--- src/arpa_pkg.sv ---
// shared constants and types for the aligned range page allocator
// used by arpa_mod_unit, arpa_range_mem and aligned_range_page_allocator_top
`timescale 1ns / 1ps
`default_nettype none
package arpa_pkg;
   localparam int MAX_RANGES = 64;
   localparam int ADDR_BITS  = 48;
   localparam int IDX_BITS   = $clog2(MAX_RANGES);
   localparam int CNT_BITS   = $clog2(MAX_RANGES + 1);
   localparam int STEP_BITS  = $clog2(ADDR_BITS);

   typedef logic [ADDR_BITS-1:0] addr_type;
   typedef logic [IDX_BITS-1:0]  idx_type;
   typedef logic [CNT_BITS-1:0]  cnt_type;

   typedef enum logic [1:0] {
      ST_GRANTED = 2'd0,
      ST_NOFIT   = 2'd1,
      ST_FULL    = 2'd2,
      ST_ZERO    = 2'd3
   } status_type;

   typedef enum logic {
      REG_REGION_START = 1'b0,
      REG_REGION_LIMIT = 1'b1
   } reg_index_type;

   typedef struct packed {
      logic     en;
      idx_type  idx;
      addr_type start;
      addr_type stop;
   } mem_wr_type;
endpackage
`default_nettype wire

--- src/arpa_mod_unit.sv ---
// bit-serial remainder unit, one quotient bit per cycle
// depends on arpa_pkg
`timescale 1ns / 1ps
`default_nettype none
module arpa_mod_unit (
   input  wire logic              clock,
   input  wire logic              reset,
   input  wire logic              start,
   input  wire arpa_pkg::addr_type dividend,
   input  wire arpa_pkg::addr_type divisor,
   output logic                   done,
   output arpa_pkg::addr_type     remainder
);
   import arpa_pkg::*;

   logic                   busy_ff, busy_in;
   logic                   done_ff, done_in;
   logic [STEP_BITS-1:0]   step_ff, step_in;
   logic [ADDR_BITS:0]     rem_ff, rem_in;
   addr_type               num_ff, num_in;
   addr_type               div_ff, div_in;
   logic [ADDR_BITS:0]     trial;

   always_comb begin
      trial   = {rem_ff[ADDR_BITS-1:0], num_ff[ADDR_BITS-1]};
      busy_in = busy_ff;
      done_in = 1'b0;
      step_in = step_ff;
      rem_in  = rem_ff;
      num_in  = num_ff;
      div_in  = div_ff;
      if (start) begin
         busy_in = 1'b1;
         step_in = STEP_BITS'(ADDR_BITS - 1);
         rem_in  = '0;
         num_in  = dividend;
         div_in  = divisor;
      end else if (busy_ff) begin
         rem_in = (trial >= {1'b0, div_ff}) ? trial - {1'b0, div_ff} : trial;
         num_in = {num_ff[ADDR_BITS-2:0], 1'b0};
         step_in = step_ff - 1'b1;
         if (step_ff == '0) begin
            busy_in = 1'b0;
            done_in = 1'b1;
         end
      end
   end

   always_ff @(posedge clock) begin
      if (reset) begin
         busy_ff <= 1'b0;
         done_ff <= 1'b0;
      end else begin
         busy_ff <= busy_in;
         done_ff <= done_in;
      end
      step_ff <= step_in;
      rem_ff  <= rem_in;
      num_ff  <= num_in;
      div_ff  <= div_in;
   end

   assign done      = done_ff;
   assign remainder = rem_ff[ADDR_BITS-1:0];
endmodule
`default_nettype wire

--- config.mk ---
export PLATFORM = sky130hd
export DESIGN_NAME = arpa_mod_unit
export DESIGN_NICKNAME = d
export VERILOG_FILES = /design/src/arpa_pkg.sv /design/src/arpa_mod_unit.sv
export SDC_FILE = /design/constraint.sdc
export NUM_CORES = 1
export LEC_CHECK = 0
export BUFFER_PORTS_ARGS = -buffer_cell sky130_fd_sc_hd__buf_2
export CAP_MARGIN = 0
export CELL_PAD_IN_SITES_DETAIL_PLACEMENT = 0
export CELL_PAD_IN_SITES_GLOBAL_PLACEMENT = 1
export CORE_MARGIN = 1.5
export CORE_UTILIZATION = 44
export CTS_CLUSTER_SIZE = 12
export DETAILED_ROUTE_END_ITERATION = 10
export GPL_TIMING_DRIVEN = 0
export MAX_ROUTING_LAYER = met4
export PLACE_DENSITY_LB_ADDON = 0.2
export SYNTH_ARGS = -nofsm -noshare
export SYNTH_HDL_FRONTEND = slang
export SYNTH_SLANG_ARGS = --single-unit
--- constraint.sdc ---
create_clock -name clock -period 4.2 [get_ports clock]
set_input_delay 0.84 -clock clock [delete_from_list [all_inputs] [get_ports clock]]
set_output_delay 0.84 -clock clock [all_outputs]
set_load 0.1 [all_outputs]
# Word-level counts from Yosys, hierarchy flattened
# Index checks and enable logic that the tools add are counted.
# Widths: inputs -> output; s select.
# word_totals
reg_bits	152
input_bits	99
out_inout_bits	49
wordCells	20
# classes
add_sub_neg	2
magnitude_cmp	1
mux	7
bitwise_logic	1
n_reduce_logical	3
# op_table
op	count
$mux 48	3
$ge 49x48->1	1
$sub 48x48->48	1
$logic_not 6->1	1
$sub 6x1->6 const B	1
$mux 1	4
$reduce_or 3->1	1
$reduce_bool 2->1	1
$not 1->1	1

# Depth between registers and ports, before layout
# depth
depth_word	4
depth_mapped	15
ltp_nobuf	14

# Worst setup path after synthesis
# OpenSTA, ideal clock, no wires.
# synth_timing
path_kind	register to register
start	register rem_ff[1]
end	register rem_ff[44]
setup_time_ns	0.118
t_arrival_ns	3.456
required_time_ns	4.082
setup_slack_ns	0.627
stages_incl_launch_ff	12
n_path_buf	0
period_less_slack_ns	3.573
path_cell_list	dfxtp_1 -> ha_1 -> a211oi_1 -> o211ai_1 -> a221oi_2 -> nor2_1 -> a211oi_2 -> o31ai_1 -> a41oi_1 -> xor2_1 -> o211ai_1 -> o211a_1
# synth_via
elab_chain_cells	2
word_cells_on_any_way	3
cone_classes	add/sub: 1; order compare: 1; mux: 1
# synth_rtl
element	line_no	text
start, declared	arpa_mod_unit.sv:19	logic [ADDR_BITS:0] rem_ff, rem_in;
start signal, assigned	arpa_mod_unit.sv:58	rem_ff <= rem_in;
$sub 48x48->48 / $ge 49x48->1 (equally long branches)	arpa_mod_unit.sv:39	rem_in = (trial >= {1'b0, div_ff}) ? trial - {1'b0, div_ff} : trial;
$mux 48 *	arpa_mod_unit.sv:39	
# Every way passes the cells marked *; elsewhere a longest branch is shown, timed or not.
# A chain may end at the register's enable or synchronous reset.

# Worst setup path after layout
# layout_timing
start	register div_ff[27]
end	register rem_ff[0]
# layout_via
elab_chain_cells	2
# layout_rtl
element	line_no	text
start, declared	arpa_mod_unit.sv:21	addr_type div_ff, div_in;
start signal, assigned	arpa_mod_unit.sv:60	div_ff <= div_in;
$ge 49x48->1	arpa_mod_unit.sv:39	
$mux 48	arpa_mod_unit.sv:39	
# No other way between the ends.

==> impl_metrics.json <==
{
  "run_status": "finished, final reports clean",
  "ios": 148,
  "antenna_found_initial": 1,
  "worst_path_most_repeated_cell": "sky130_fd_sc_hd__clkbuf_1",
  "wl_mm": 22.3,
  "number_of_cells_produced_by_synthesis": 885,
  "required_ps": 4490,
  "nFillCells": 1836,
  "yosysWarnings": 0,
  "synthSimpleGateAreaFrac": 0.111,
  "synth_top_family_by_area": "compound AO/OA/AOI/OAI gates",
  "power.static_leakage_nw": 4.59,
  "drt_first_iter_violations": 414,
  "clkSinkCount": 152,
  "synth.ff_latch_count": 152,
  "max-clock-path-buffers": 2,
  "globalRouteTotalUtil": 0.227,
  "synthTopCellsByCount": "sky130_fd_sc_hd__edfxtp_1 (96), sky130_fd_sc_hd__nor2_1 (86), sky130_fd_sc_hd__a21oi_1 (74)",
  "initial_core_util": 0.450,
  "ir_worst_vdd_mv": 0.296,
  "fin_nets": 1202,
  "finalClockSkew_ps": 12.1,
  "total_power_w": 0.00459,
  "synthesized_area_fraction_occupied_by_ao_oa_aoi_and_oai_cells": 0.184,
  "worst_path_largest_cell_delay_ps": 580,
  "power_density_mw_per_mm2": 438,
  "crit_path_cell_trace": "inv_1, ha_1, clkbuf_1, nand4_1, o211ai_1, a31oi_1, a2111oi_1, o21ai_0, a21oi_1, o21ai_1, buf_2, clkbuf_1, a211oi_1, nor3_1",
  "summed_negative_setup_slack_over_all_endpoints_ps": 0,
  "drive_above_1_share": 0.229,
  "die_area_mm2": 0.0207,
  "max-cap-violations": 0,
  "synth.top_cell.area_share": 0.329,
  "synthAdderAreaFrac": 0.0738,
  "overflow": 0,
  "postSynthNetCount": 1035,
  "post-synth-top-count-cell": "sky130_fd_sc_hd__edfxtp_1",
  "critical_path.n_buffers_inverters": 4,
  "synth_enable_flop_cells": 96,
  "period_share": 0.920,
  "family_of_cells_with_the_greatest_summed_delay_on_the_critical_path": "compound AO/OA/AOI/OAI gates",
  "timing.final.setup_violations": 0,
  "first_global_vias": 6599,
  "cp.arrival_ps": 4160,
  "synth_xor_xnor_area_share": 0.0450,
  "pin_count_of_the_biggest_net_entering_global_routing": 50,
  "synthDominantAreaCellType": "sky130_fd_sc_hd__edfxtp_1",
  "crit_type": "flip-flop to flip-flop",
  "wire_length_of_the_first_global_routing_pass_mm": 34.7,
  "syn-mean-instance-area_um2": 9.89,
  "crit_fanout": 10,
  "clk-insertion-delay-late_ps": 430,
  "report.final.slew_viol_count": 0,
  "remaining_antenna_violation_count_after_routing": 0,
  "cts_tree": "yes",
  "core_mm2": 0.0195,
  "post_synth_mux_area_share": 0.0780,
  "io_buffer_count": 147,
  "cts_made_buffers": 17,
  "vias": 7082,
  "wire_per_inst_um": 16.8,
  "globalplace.congestion": 0.899,
  "cts.reportedPaths.clkPinSlew_ps": 70,
  "setup.worst_path.start_class": "flip-flop",
  "floorplan.rows": 51,
  "synth_top_flop_cell": "sky130_fd_sc_hd__edfxtp_1",
  "cts_max_level": 4,
  "synthArstFlopShare": 0,
  "viasPerCell": 5.32,
  "clockRootBuffer": "sky130_fd_sc_hd__clkbuf_16",
  "final_hold_viol_count": 0,
  "hold_path_class": "flip-flop to flip-flop",
  "max_clock_freq_mhz": 259,
  "die_height_um": 144,
  "die_x_um": 144,
  "relSlewSlack": 0.231,
  "synth.cell_area_mm2": 0.00875,
  "max_slew.worst_pin.slew_ps": 1150,
  "synth_top_cells_by_area": "sky130_fd_sc_hd__edfxtp_1 (33%), sky130_fd_sc_hd__dfxtp_1 (13%), sky130_fd_sc_hd__ha_1 (7.1%), sky130_fd_sc_hd__mux2_2 (6.4%), sky130_fd_sc_hd__a21oi_1 (4.2%)",
  "post_cts_repair_timing_setup_buffer_count": 0,
  "area.growth.synth_to_final_pct": 19.8,
  "ys_seq_area_frac": 0.457,
  "synthDistinctLibCells": 57,
  "period_needed_ps": 3870,
  "critical-path-slowest-cell": "sky130_fd_sc_hd__a2111oi_1",
  "dp.final_hpwl_mm": 16.4,
  "drt_pass_1_iters": 5,
  "grt_setup_unrepaired": "no",
  "end_kind": "flip-flop",
  "detail_route.drc_violations": 0
}
## worst paths after layout
path                             endpoint               startpoint  slack [ps]  depth (start not counted)
setup / recovery   rem_ff[0]$_SDFFE_PP0P_     div_ff[27]$_DFFE_PP_         330                         14
hold / removal    step_ff[1]$_SDFFE_PP1P_  step_ff[1]$_SDFFE_PP1P_         510                          2
hold reg to reg   step_ff[1]$_SDFFE_PP1P_  step_ff[1]$_SDFFE_PP1P_         510                          2
setup reg to reg   rem_ff[0]$_SDFFE_PP0P_     div_ff[27]$_DFFE_PP_         330                         14
## tightest hold or removal path, delay by kind of cell, from the launching register on
kind / cells / cell delay (ps)
flip-flops: 1 / 350
AO/OA/AOI/OAI: 1 / 80
AND/OR/NAND/NOR: 1 / 60
## through the flow
stage               instances  setup WS, ps  instance area, um^2  utilization  hold slack (ps)
floorplan                 885           627                 8750            -              468
global placement         1297         -15.9                 9820        0.505              493
detailed placement       1298           242                 9840        0.506              490
CTS                      1330           204                10500        0.538              508
global route             1331          14.6                10500        0.539              543
finish                   1331           335                10500        0.539              512
## logic make-up (layout without fill, tap and decap cells)
family | Yosys count | in the layout
buffers and inverters | 115 | 295
multiplexers | 62 | 62
AND/OR/NAND/NOR | 213 | 213
adder cells (fa/ha/maj) | 51 | 51
flip-flops | 152 | 152
other | 0 | 1
AO/OA/AOI/OAI | 247 | 247
XOR/XNOR | 45 | 45
## flip-flops by register name, summed over array words and instances (netlist names)
signal and cells:
div_ff 48, num_ff 48, rem_ff 48, step_ff 6
busy_ff 1, done 1
## routing by layer
metal	up-vias	track usage	wire length, um
li1	3560	-	-
met1	3306	0.313	10900
met2	192	0.340	9910
met3	24	0.0460	1180
met4	0	0.0602	303
met5	-	-	0
## final cells by class
class	instances	area, um^2	share of cell area
timing repair buffer	148	756	0.0721
clock inverter	15	203	0.0193
inverter	69	259	0.0247
buffer	46	181	0.0173
clock buffer	17	425	0.0406
antenna	1	2.50	0.000239
multi-input combinational	618	4320	0.412
sequential	152	4000	0.382
tap	265	332	0.0316
## layout by cell type, fill, tap and decap left out, drive strengths merged, types with 21 or more instances in the layout
cell,netlist,final
buf,13,161
edfxtp,96,96
nor2,86,86
inv,68,77
a21oi,74,74
dfxtp,56,56
mux2,50,50
nand2,50,50
ha,50,50
clkbuf,33,50
o21ai,47,47
a211oi,41,41
xnor2,25,25
a21o,21,21
## repair_timing
item                       4_1_cts  5_1_grt
setup endpoints to repair        0       30
resized for setup                0        2
hold buffers                     0        0
## where the power goes
part | switching (W) | internal (W) | leakage, nW
clock | 0.000694 | 0.000963 | 0.304
sequential | 0.0000666 | 0.00173 | 1.41
combinational | 0.000761 | 0.000375 | 2.87
total | 0.00152 | 0.00307 | 4.59
(Power assumes the default switching activity.)
